<file path="src/rtl/phs_pkg.sv">
// ----------------------------------------------------------------------------
// Partition header scorer package
// Item types, header layout constants, scoring weights and check helpers.
// ----------------------------------------------------------------------------
`timescale 1ns / 1ps
`default_nettype none

package phs_pkg;

   localparam int WORD_W = 32;
   localparam int PRIOR_W = 9;
   localparam int POS_W = 9;
   localparam int SCORE_W = 7;
   localparam int KIND_W = 16;
   localparam int NAME_W = 3;

   localparam logic [WORD_W-1:0] MAGIC_WORD = 32'h0041_5041;
   localparam logic [WORD_W-1:0] MAX_SUBS = 32'd64;

   localparam logic [POS_W-1:0] POS_STORED = 9'd0;
   localparam logic [POS_W-1:0] POS_MAGIC = 9'd1;
   localparam logic [POS_W-1:0] POS_NEXT = 9'd2;
   localparam logic [POS_W-1:0] POS_PREV = 9'd3;
   localparam logic [POS_W-1:0] POS_NAME_FIRST = 9'd4;
   localparam logic [POS_W-1:0] POS_NAME_LAST = 9'd11;
   localparam logic [POS_W-1:0] POS_START = 9'd16;
   localparam logic [POS_W-1:0] POS_LENGTH = 9'd17;
   localparam logic [POS_W-1:0] POS_KIND = 9'd18;
   localparam logic [POS_W-1:0] POS_SUBS = 9'd19;
   localparam logic [POS_W-1:0] POS_MAIN = 9'd22;

   localparam logic [7:0] PRINT_LOW = 8'h20;
   localparam logic [7:0] PRINT_HIGH = 8'h7e;

   localparam int NAME_SEEN = 0;
   localparam int NAME_BAD = 1;
   localparam int NAME_ENDED = 2;

   localparam int EV_MAGIC = 0;
   localparam int EV_SELF = 1;
   localparam int EV_SUM = 2;
   localparam int EV_EXTENT = 3;
   localparam int EV_SUBS = 4;
   localparam int EV_TYPE = 5;
   localparam int EV_ID = 6;
   localparam int EV_REFERENCED = 7;

   localparam logic [SCORE_W-1:0] PTS_MAGIC = 7'd25;
   localparam logic [SCORE_W-1:0] PTS_SELF = 7'd20;
   localparam logic [SCORE_W-1:0] PTS_SUM = 7'd20;
   localparam logic [SCORE_W-1:0] PTS_EXTENT = 7'd15;
   localparam logic [SCORE_W-1:0] PTS_SUBS = 7'd5;
   localparam logic [SCORE_W-1:0] PTS_TYPE = 7'd5;
   localparam logic [SCORE_W-1:0] PTS_ID = 7'd10;
   localparam logic [SCORE_W-1:0] SCORE_MAX = 7'd100;
   localparam logic [SCORE_W-1:0] ACCEPT_MIN = 7'd30;
   localparam logic [SCORE_W-1:0] ACCEPT_MIN_ZERO = 7'd20;

   localparam logic [KIND_W-1:0] KIND_EMPTY = 16'h0000;
   localparam logic [KIND_W-1:0] KIND_ONE = 16'h0001;
   localparam logic [KIND_W-1:0] KIND_SWAP = 16'h0082;
   localparam logic [KIND_W-1:0] KIND_NATIVE = 16'h0083;
   localparam logic [KIND_W-1:0] KIND_88 = 16'h0088;
   localparam logic [KIND_W-1:0] KIND_FS = 16'h0100;
   localparam logic [KIND_W-1:0] KIND_FS_ALT = 16'h0101;
   localparam logic [KIND_W-1:0] KIND_SPECIAL = 16'h1337;

   typedef struct packed {
      logic [WORD_W-1:0] header_word;
      logic last_word;
      logic [WORD_W-1:0] sector_addr;
      logic [PRIOR_W-1:0] prior_evidence;
   } req_type;

   typedef struct packed {
      logic [SCORE_W-1:0] confidence;
      logic [PRIOR_W-1:0] evidence_bits;
      logic [WORD_W-1:0] computed_sum;
      logic [WORD_W-1:0] stored_sum;
      logic accept;
      logic [WORD_W-1:0] next_link;
      logic [WORD_W-1:0] prev_link;
      logic [WORD_W-1:0] start_sector;
      logic [WORD_W-1:0] length_sectors;
      logic [WORD_W-1:0] main_link;
      logic [WORD_W-1:0] sub_count;
      logic [KIND_W-1:0] part_type;
   } rsp_type;

   typedef struct packed {
      logic [WORD_W-1:0] sector;
      logic [PRIOR_W-1:0] prior;
      logic [WORD_W-1:0] stored;
      logic [WORD_W-1:0] sum;
      logic magic;
      logic [WORD_W-1:0] next;
      logic [WORD_W-1:0] prev;
      logic [WORD_W-1:0] start;
      logic [WORD_W-1:0] length;
      logic [KIND_W-1:0] kind;
      logic [WORD_W-1:0] subs;
      logic [WORD_W-1:0] main;
      logic [NAME_W-1:0] name;
   } snap_type;

   typedef struct packed {
      logic valid;
      snap_type snap;
   } snap_chan_type;

   function automatic logic type_ok(input logic [KIND_W-1:0] kind);
      logic ok;
      case (kind) inside
         KIND_EMPTY, KIND_ONE, KIND_SWAP, KIND_NATIVE,
         KIND_88, KIND_FS, KIND_FS_ALT, KIND_SPECIAL: ok = 1'b1;
         default: ok = 1'b0;
      endcase
      return ok;
   endfunction

   function automatic logic [NAME_W-1:0] scan_name_byte(input logic [NAME_W-1:0] flags,
                                                        input logic [7:0] b);
      logic [NAME_W-1:0] res;
      res = flags;
      if (!flags[NAME_ENDED] && !flags[NAME_BAD]) begin
         if (b == 8'h00) begin
            res[NAME_ENDED] = 1'b1;
         end else if (b < PRINT_LOW || b > PRINT_HIGH) begin
            res[NAME_BAD] = 1'b1;
         end else begin
            res[NAME_SEEN] = 1'b1;
         end
      end
      return res;
   endfunction

endpackage

`default_nettype wire

</file>
<file path="src/rtl/phs_front.sv">
// ----------------------------------------------------------------------------
// Partition header scorer front end
// Accumulates header words, captures fields and hands a snapshot per header.
// ----------------------------------------------------------------------------
`timescale 1ns / 1ps
`default_nettype none

module phs_front
   import phs_pkg::*;
(
   input wire logic clock,
   input wire logic reset,
   input wire logic take,
   input wire req_type req,
   output snap_chan_type snap_out
);

   logic [POS_W-1:0] pos_ff, pos_in;
   snap_type held_ff, held_in;
   logic [NAME_W-1:0] name_scan;

   always_comb begin
      name_scan = held_ff.name;
      for (int k = 0; k < 4; k++) begin
         name_scan = scan_name_byte(name_scan, req.header_word[8*k +: 8]);
      end
   end

   always_comb begin
      held_in = held_ff;
      pos_in = pos_ff;
      if (pos_ff == POS_STORED) begin
         held_in = '0;
         held_in.sector = req.sector_addr;
         held_in.prior = req.prior_evidence;
         held_in.stored = req.header_word;
      end else if (!pos_ff[POS_W-1]) begin
         held_in.sum = held_ff.sum + req.header_word;
         if (pos_ff == POS_MAGIC) begin
            held_in.magic = (req.header_word == MAGIC_WORD);
         end
         if (pos_ff == POS_NEXT) begin
            held_in.next = req.header_word;
         end
         if (pos_ff == POS_PREV) begin
            held_in.prev = req.header_word;
         end
         if (pos_ff == POS_START) begin
            held_in.start = req.header_word;
         end
         if (pos_ff == POS_LENGTH) begin
            held_in.length = req.header_word;
         end
         if (pos_ff == POS_KIND) begin
            held_in.kind = req.header_word[KIND_W-1:0];
         end
         if (pos_ff == POS_SUBS) begin
            held_in.subs = req.header_word;
         end
         if (pos_ff == POS_MAIN) begin
            held_in.main = req.header_word;
         end
         if (pos_ff >= POS_NAME_FIRST && pos_ff <= POS_NAME_LAST) begin
            held_in.name = name_scan;
         end
      end
      if (req.last_word) begin
         pos_in = '0;
      end else if (!pos_ff[POS_W-1]) begin
         pos_in = pos_ff + POS_W'(1);
      end
   end

   always_ff @(posedge clock) begin
      if (reset) begin
         pos_ff <= '0;
         held_ff <= '0;
      end else if (take) begin
         pos_ff <= pos_in;
         held_ff <= held_in;
      end
   end

   assign snap_out.valid = take && req.last_word;
   assign snap_out.snap = held_in;

endmodule

`default_nettype wire

</file>
<file path="src/rtl/phs_queue.sv">
// ----------------------------------------------------------------------------
// Partition header scorer snapshot queue
// Two-entry queue that decouples the front end from the scoring stage.
// ----------------------------------------------------------------------------
`timescale 1ns / 1ps
`default_nettype none

module phs_queue
   import phs_pkg::*;
(
   input wire logic clock,
   input wire logic reset,
   input wire snap_chan_type wr,
   output logic full,
   output snap_chan_type rd,
   input wire logic rd_take
);

   snap_type mem_ff [2];
   logic wr_ptr_ff, wr_ptr_in;
   logic rd_ptr_ff, rd_ptr_in;
   logic [1:0] count_ff, count_in;
   logic do_wr, do_rd;

   assign full = (count_ff == 2'd2);
   assign do_wr = wr.valid && !full;
   assign do_rd = rd_take && (count_ff != 2'd0);

   assign rd.valid = (count_ff != 2'd0);
   assign rd.snap = mem_ff[rd_ptr_ff];

   always_comb begin
      wr_ptr_in = wr_ptr_ff ^ do_wr;
      rd_ptr_in = rd_ptr_ff ^ do_rd;
      count_in = count_ff + {1'b0, do_wr} - {1'b0, do_rd};
   end

   always_ff @(posedge clock) begin
      if (do_wr) begin
         mem_ff[wr_ptr_ff] <= wr.snap;
      end
   end

   always_ff @(posedge clock) begin
      if (reset) begin
         wr_ptr_ff <= 1'b0;
         rd_ptr_ff <= 1'b0;
         count_ff <= '0;
      end else begin
         wr_ptr_ff <= wr_ptr_in;
         rd_ptr_ff <= rd_ptr_in;
         count_ff <= count_in;
      end
   end

endmodule

`default_nettype wire

</file>
<file path="src/rtl/phs_back.sv">
// ----------------------------------------------------------------------------
// Partition header scorer back end
// Runs the plausibility checks on a snapshot and holds the result item.
// ----------------------------------------------------------------------------
`timescale 1ns / 1ps
`default_nettype none

module phs_back
   import phs_pkg::*;
(
   input wire logic clock,
   input wire logic reset,
   input wire logic csr_write,
   input wire logic [WORD_W-1:0] csr_data,
   input wire snap_chan_type head,
   output logic head_take,
   output logic rsp_empty,
   input wire logic rsp_pop,
   output rsp_type rsp_data
);

   logic [WORD_W-1:0] disk_ff;
   rsp_type rsp_ff, rsp_in;
   logic valid_ff, valid_in;
   snap_type s;
   logic [PRIOR_W-1:0] ev;
   logic [SCORE_W-1:0] score;
   logic [WORD_W:0] extent_end;
   logic anchor;

   assign s = head.snap;
   assign head_take = head.valid && (!valid_ff || rsp_pop);

   always_comb begin
      ev = s.prior;
      score = '0;
      extent_end = {1'b0, s.start} + {1'b0, s.length};
      if (s.magic) begin
         ev[EV_MAGIC] = 1'b1;
         score = score + PTS_MAGIC;
      end
      if (s.start == s.sector) begin
         ev[EV_SELF] = 1'b1;
         score = score + PTS_SELF;
      end
      anchor = s.prior[EV_REFERENCED] || ev[EV_MAGIC] || ev[EV_SELF];
      rsp_in.computed_sum = '0;
      if (!anchor) begin
         score = '0;
      end else begin
         rsp_in.computed_sum = s.sum;
         if (s.stored == s.sum) begin
            ev[EV_SUM] = 1'b1;
            score = score + PTS_SUM;
         end
         if (s.length != '0 && s.start < disk_ff && extent_end <= {1'b0, disk_ff}) begin
            ev[EV_EXTENT] = 1'b1;
            score = score + PTS_EXTENT;
         end
         if (s.subs <= MAX_SUBS) begin
            ev[EV_SUBS] = 1'b1;
            score = score + PTS_SUBS;
         end
         if (type_ok(s.kind)) begin
            ev[EV_TYPE] = 1'b1;
            score = score + PTS_TYPE;
         end
         if (s.name[NAME_SEEN] && !s.name[NAME_BAD]) begin
            ev[EV_ID] = 1'b1;
            score = score + PTS_ID;
         end
         if (!ev[EV_MAGIC] && !ev[EV_EXTENT] && !ev[EV_ID]) begin
            score = '0;
         end
         if (score > SCORE_MAX) begin
            score = SCORE_MAX;
         end
      end
      rsp_in.confidence = score;
      rsp_in.evidence_bits = ev;
      rsp_in.stored_sum = s.stored;
      rsp_in.accept = (score >= ACCEPT_MIN) || (s.sector == '0 && score >= ACCEPT_MIN_ZERO);
      rsp_in.next_link = s.next;
      rsp_in.prev_link = s.prev;
      rsp_in.start_sector = s.start;
      rsp_in.length_sectors = s.length;
      rsp_in.main_link = s.main;
      rsp_in.sub_count = s.subs;
      rsp_in.part_type = s.kind;
   end

   always_comb begin
      valid_in = valid_ff;
      if (head_take) begin
         valid_in = 1'b1;
      end else if (rsp_pop) begin
         valid_in = 1'b0;
      end
   end

   always_ff @(posedge clock) begin
      if (head_take) begin
         rsp_ff <= rsp_in;
      end
   end

   always_ff @(posedge clock) begin
      if (reset) begin
         valid_ff <= 1'b0;
         disk_ff <= '0;
      end else begin
         valid_ff <= valid_in;
         if (csr_write) begin
            disk_ff <= csr_data;
         end
      end
   end

   assign rsp_empty = !valid_ff;
   assign rsp_data = rsp_ff;

endmodule

`default_nettype wire

</file>
<file path="src/rtl/partition_header_scorer.sv">
// ----------------------------------------------------------------------------
// Partition header scorer
// Scores a streamed partition header (first 256 words) for plausibility.
// ----------------------------------------------------------------------------
// The block takes one header word per cycle, back to back, while req_full is
// low; req_full is high while the snapshot queue is full. The item that
// carries last_word closes a header; its snapshot is written to the snapshot
// queue and, once the result side is free, scored into the result register
// that drives the rsp_ ports. The two-entry queue lets the front end keep
// taking words while a finished result waits to be popped. The disk size
// register may be written at any time through the csr_ channel, which is
// always ready, but it should only change while no header is in flight.
`timescale 1ns / 1ps
`default_nettype none

module partition_header_scorer
   import phs_pkg::*;
(
   input wire logic clock,
   input wire logic reset,
   input wire logic req_push,
   output logic req_full,
   input wire req_type req_data,
   output logic rsp_empty,
   input wire logic rsp_pop,
   output rsp_type rsp_data,
   input wire logic csr_valid,
   output logic csr_ready,
   input wire logic [WORD_W-1:0] csr_data
);

   snap_chan_type front_snap;
   snap_chan_type queue_head;
   logic queue_full;
   logic head_take;
   logic take;

   assign req_full = queue_full;
   assign take = req_push && !queue_full;
   assign csr_ready = 1'b1;

   phs_front u_front (
      .clock(clock),
      .reset(reset),
      .take(take),
      .req(req_data),
      .snap_out(front_snap)
   );

   phs_queue u_queue (
      .clock(clock),
      .reset(reset),
      .wr(front_snap),
      .full(queue_full),
      .rd(queue_head),
      .rd_take(head_take)
   );

   phs_back u_back (
      .clock(clock),
      .reset(reset),
      .csr_write(csr_valid && csr_ready),
      .csr_data(csr_data),
      .head(queue_head),
      .head_take(head_take),
      .rsp_empty(rsp_empty),
      .rsp_pop(rsp_pop),
      .rsp_data(rsp_data)
   );

endmodule

`default_nettype wire

</file>
<file path="config.mk">
export PLATFORM = sky130hd
export DESIGN_NAME = partition_header_scorer
export DESIGN_NICKNAME = d
export VERILOG_FILES = /design/src/rtl/phs_pkg.sv /design/src/rtl/phs_front.sv /design/src/rtl/phs_queue.sv /design/src/rtl/phs_back.sv /design/src/rtl/partition_header_scorer.sv
export SDC_FILE = /design/constraint.sdc
export NUM_CORES = 2
export LEC_CHECK = 0
export BUFFER_PORTS_ARGS = -buffer_cell sky130_fd_sc_hd__clkbuf_2
export CAP_MARGIN = 0
export CORE_MARGIN = 2
export CORE_UTILIZATION = 35
export DETAILED_ROUTE_END_ITERATION = 12
export PLACE_DENSITY = 0.61
export SYNTH_ARGS = -nofsm -noshare
export SYNTH_HDL_FRONTEND = slang
export SYNTH_SLANG_ARGS = --single-unit
export TNS_END_PERCENT = 20
</file>
<file path="constraint.sdc">
create_clock -name clock -period 14.4 [get_ports clock]
set_clock_uncertainty 0.05 [all_clocks]
set_input_delay 1.44 -clock clock [delete_from_list [all_inputs] [get_ports clock]]
set_output_delay 1.44 -clock clock [all_outputs]
set_load 0.02 [all_outputs]
</file>
Word level (Yosys, flattened, before mapping) --
Memory sizes are Yosys's and may differ from the RTL's. A register that Yosys moved wholly into a read port is not among the register bits. Index checks and enable logic that the tools add are counted.
Operators by class: bitwise logic cells 2, equality and inequality tests 20, $add $sub $neg 11, multiplexer cells 66, reduce and logical (&&, ||, !) cells 50, order comparisons 16
Operators with widths (number):
- $mux W244 | 2
- $mux W32 | 6
- $mux W7 | 14
- $mux W73 | 1
- $eq A32 B32 Y1 | 2
- $eq A16 B8 Y1 const B | 3
- $eq A9 B5 Y1 const B | 5
- $add A32 B32 Y33 | 1
- $le A33 B32 Y1 | 1
- $add A32 B32 Y32 | 1
- $eq A16 B9 Y1 const B | 2
- $eq A32 B23 Y1 const B | 1
- $gt A8 B7 Y1 const B | 4
- $le A32 B7 Y1 const B | 1
- $logic_not A32 Y1 | 1
- $logic_not A8 Y1 | 4
- $lt A32 B32 Y1 | 1
- $lt A8 B6 Y1 const B | 4
- $reduce_bool A32 Y1 | 1
- $mux W1 | 29
- $eq A9 B2 Y1 const B | 2
- $mux W9 | 2
- $eq A16 B1 Y1 const B | 1
- $eq A16 B13 Y1 const B | 1
- other kinds (27) | 75
Storage, ports and cells: output and inout port bits 292, logic and storage cells 198, RAM bits 634, memories kept 1, flip-flop bits (word level) 652
Memory list:
- u_queue.mem_ff | depth 2, bits a word 317, read ports 1, clocked after memory_dff 1, wr ports 1, line phs_queue.sv:19 | snap_type mem_ff [2];

Depth between registers and ports, before layout --
depth in word-level cells 25, gate-level depth with buffers 47, mapped depth without buffers 40

Hierarchy --
From an unflattened synthesis, not the netlist that was laid out.
Unflattened totals: cell total of the unflattened synthesis 4550, area, all modules 56264.0 µm²
By module, submodules not included:
- phs_queue | sequential area each 19118.3 µm², instances 1, area each 23298.6 µm², cells each 1009
- phs_front | sequential area each 6526.3 µm², instances 1, area each 17777.0 µm², cells each 2413
- phs_back | sequential area each 9339.0 µm², instances 1, area each 15163.3 µm², cells each 1125
- partition_header_scorer | sequential area each 0.0 µm², instances 1, area each 25.0 µm², cells each 3

Worst setup path after synthesis --
OpenSTA, ideal clock, no wires.
path type reg2reg, from register, netlist name u_queue.rd_ptr_ff, to register u_back.rsp_ff, in the netlist u_back.rsp_data[208] (data pin), arrival time 9944 ps, cell stages (with the launch flop) 47, setup time 144 ps, slack 4262 ps, period minus slack after synthesis 10138 ps, required time 14206 ps, path through dfxtp_1 > buf_6 > clkbuf_1 > buf_2 > buf_2 > buf_1 > clkbuf_1 > buf_1 > mux2i_1 > inv_1 > ha_1 > a21o_1 > a21oi_1 > o21bai_1 > a21oi_1 > o21bai_1 > o221a_2 > o21a_1 > [... 11 more ...] > nand3_1 > o211ai_1 > and3_1 > buf_6 > a21boi_1 > or2_2 > ha_1 > nand2b_1 > and2_1 > nand4b_1 > nor4_1 > mux2_2 > nor4_4 > nand4_2 > a22oi_1 > nor2b_1 > a311o_1 > o21ai_1
RTL lines:
- end signal, assigned | line phs_back.sv:103 | rsp_ff <= rsp_in;
- end, declared | line phs_back.sv:23 | rsp_type rsp_ff, rsp_in;

==> results by group <==
Timing
  – Final period util: 75.0%
  – Hold Vio Cnt, Final: 0
  – FMAX: 92.7 MHz
  – Worst setup margin: 3.61 ns
  – Max-slew violations: 0
  – Setup-failing EPs final: 0
  – Worst-Margin Slew: 1.13 ns
  – Hold slack: 0.401 ns
  – Post-layout min period: 10.79 ns
  – Setup Total Neg Slack: 0 ns
  – Relative slew slack: 24.5%
  – RSZ-0062 raised after global routing: false

Worst setup path
  – Crit path largest cell delay: 0.76 ns
  – Arrival time at the worst endpoint: 11.39 ns
  – Critical Path Fanout Max: 42
  – Worst Setup Start Kind: register
  – CP required: 15.00 ns
  – Critical Path Slowest Stage Cell: dfxtp_4
  – Top delay family on crit path: compound AO/OA/AOI/OAI gates
  – Buffers plus inverters on the worst setup path: 1
  – Kind of critical path: register to register
  – CP Capture Type: register

Placed design
  – RePlAce Congestion: 0.899
  – Port bufs: 401
  – Dpl hpwl: 113 mm
  – Placed Cells: 7273
  – DP Area: 60100 um2
  – DP Worst Slack: 3.63 ns

Clock network
  – Longest Clk Path Bufs: 3
  – H-tree depth: 4
  – Root Driver: clkbuf_16
  – Post-CTS sizing: 0
  – Hold_buf cts: 0
  – Worst skew pair latency: 0.81 ns
  – Post-CTS setup buffers: 0
  – CTS tree: done
  – CTS sink cnt: 1284
  – Clk slew on worst S/H paths: 0.06 ns
  – Cts bufs inserted: 142

Floorplan
  – Die Area: 163000 um2
  – Height of the chip: 404 um
  – Row cnt: 146
  – Core ar.: 159000 um2
  – Die X: 404 um
  – Initial Util: 35.3%
  – # IOs: 403

Layout
  – Final Util: 41.0%
  – Fillcell total: 14900
  – Commonest non-fill, non-tap cell in the layout: nand2_1
  – Area delta synth->final: 16.0%
  – Non-filler cells in the finished layout: 7538
  – Post-Layout Inst Area: 65000 um2
  – Sequential Area: 34900 um2
  – Nets: 5603
  – Commonest cells after routing, fill and taps aside: 1183 x nand2_1, 921 x edfxtp_1, 549 x a21oi_1
  – Multi-input logic area: 19700 um2
  – Layout cells sized above 1: 17.8%

Global routing
  – GRT Util Overall: 20.9%
  – Largest net degree at the start of global routing: 190
  – Grt ovf: 0
  – Vias in the first global route: 37400
  – Initial antenna violation count: 9
  – Global-route wire length before repair: 252 mm

Synthesis
  – Post-synthesis sequential area ratio: 62.4%
  – Post-synth cell types: 92
  – Area share of the largest cell type after synthesis: 49.4%
  – Syn avg cell area: 11.1 um2
  – Top_reg_cell synth: edfxtp_1
  – Yosys top cell by area: edfxtp_1
  – Syn Inst Count: 5023
  – EDFF count, synth: 921
  – Yosys warns: 0
  – Largest cells by area after synthesis: edfxtp_1 49%, dfxtp_1 13%, nand2_1 7.9%
  – Async set-reset flop share out of synthesis: 0%
  – Post-synthesis net count: 5281
  – Synth Cell Area: 56000 um2
  – Synth Register Bits: 1284

Run status
  – Status: finished, final reports clean

Power
  – Sequential share of power: 42.3%
  – Clk network pwr share: 32.5%
  – Switch share: 33.1%
  – Combinational share of power: 25.2%
  – Net Switching: 3.85 mW
  – Overall power: 11.6 mW
  – Internal Power: 7.79 mW
  – Leak: 22.7 nW
  – Worst VDD drop: 0.129 mV
  – Pwr/cell area: 179 nW/um2

Worst hold path
  – Hold Path Class: register to register

Drt
  – Drt pass-1 iters: 6
  – Met3 WL: 11.1 mm
  – M1 WL: 77.7 mm
  – DRC violations left: 0
  – Met2 wire len: 80.0 mm
  – WL final: 175 mm
  – Max Used Layer: met5
  – Routed WL per cell: 23.3 um
  – Via density: 5.26
  – Routed via count: 39600
  – Routed Antenna Nets: 0
  – Initial DRC Count: 4004

Run
  – Max Cap Viol: 0
==> registers in the layout (all words and copies together) (netlist names) <==
signal and count:
u_queue.mem_ff 632, u_back.disk_ff 32, u_back.valid_ff 1, u_queue.wr_ptr_ff 1, u_queue.count_ff 2, u_back.rsp_data 289
u_front.pos_ff 9, u_front.held_ff 317, u_queue.rd_ptr_ff 1
==> area by class of cell <==
type	count	area share, %
multi-input combinational	3358	30.3
inverter	90	0.520
clock inverter	79	1.64
tap	2072	3.99
sequential	1284	53.7
antenna	2	0.00770
timing repair buffer	469	3.97
clock buffer	184	5.84
==> Yosys cell counts (5+ instances only) <==
cell / number
o21bai_1: 6
nand2b_1: 17
a21boi_0: 5
a21o_1: 25
mux2i_1: 85
a211oi_1: 16
nand4_1: 59
and2_1: 8
ha_1: 142
dfxtp_1: 363
o211ai_1: 13
buf_1: 29
fa_1: 5
xor2_1: 52
nor4_1: 60
nand3_1: 43
or2_2: 7
o31ai_1: 10
o21ai_0: 63
xnor2_1: 141
nand2_1: 1184
and4_1: 6
a22oi_1: 5
buf_2: 5
clkbuf_1: 252
mux2_2: 241
nor2_1: 342
inv_1: 86
or3_1: 5
o21a_1: 17
a21oi_1: 549
nor3_1: 125
nor2b_1: 12
edfxtp_1: 921
and3_1: 16
a31oi_1: 8
==> power groups by stage <==
stage                     Sequential (mW)  Combinational (mW)  Clock, mW
after floorplan                      5.43                1.53          0
after global placement               5.00                2.92          0
after detailed placement             5.00                2.94          0
after CTS                            4.93                2.95       3.87
after global routing                 4.96                3.18       4.02
final                                4.92                2.93       3.79
==> path summary, 6_finish.rpt <==
| path | start | end | slack, ns | depth (start not counted) |
|---|---|---|---|---|
| setup / recovery | u_queue.rd_ptr_ff | u_back.rsp_data[208] | 3.61 | 38 |
| hold / removal | u_front.held_ff[31] | u_front.held_ff[31] | 0.40 | 2 |
| setup reg to reg | u_queue.rd_ptr_ff | u_back.rsp_data[208] | 3.61 | 38 |
| hold reg to reg | u_front.held_ff[31] | u_front.held_ff[31] | 0.40 | 2 |
==> routing by layer <==
layer / vias up / GRT usage, %
met4: 4 / 8.19
met1: 19600 / 29.1
met3: 285 / 3.49
li1: 18400 / -
met2: 1405 / 32.6
met5: - / 0
==> cells by family after synthesis <==
logic type | share of synthesized area (%)
simple gates | 14.4
flops | 62.4
compound gates | 7.86
buf+inv | 2.61
mux | 6.39
xor+xnor | 3.02
fa+ha+maj | 3.37
other cells | 0.00670
==> worst min-delay path: cells and delay by family (launching register included) <==
family	cells	cell delay (ns)
AO/OA/AOI/OAI	1	0.05
flip-flops	1	0.31
AND/OR/NAND/NOR	1	0.05
Power figures use the tool's default switching activity.
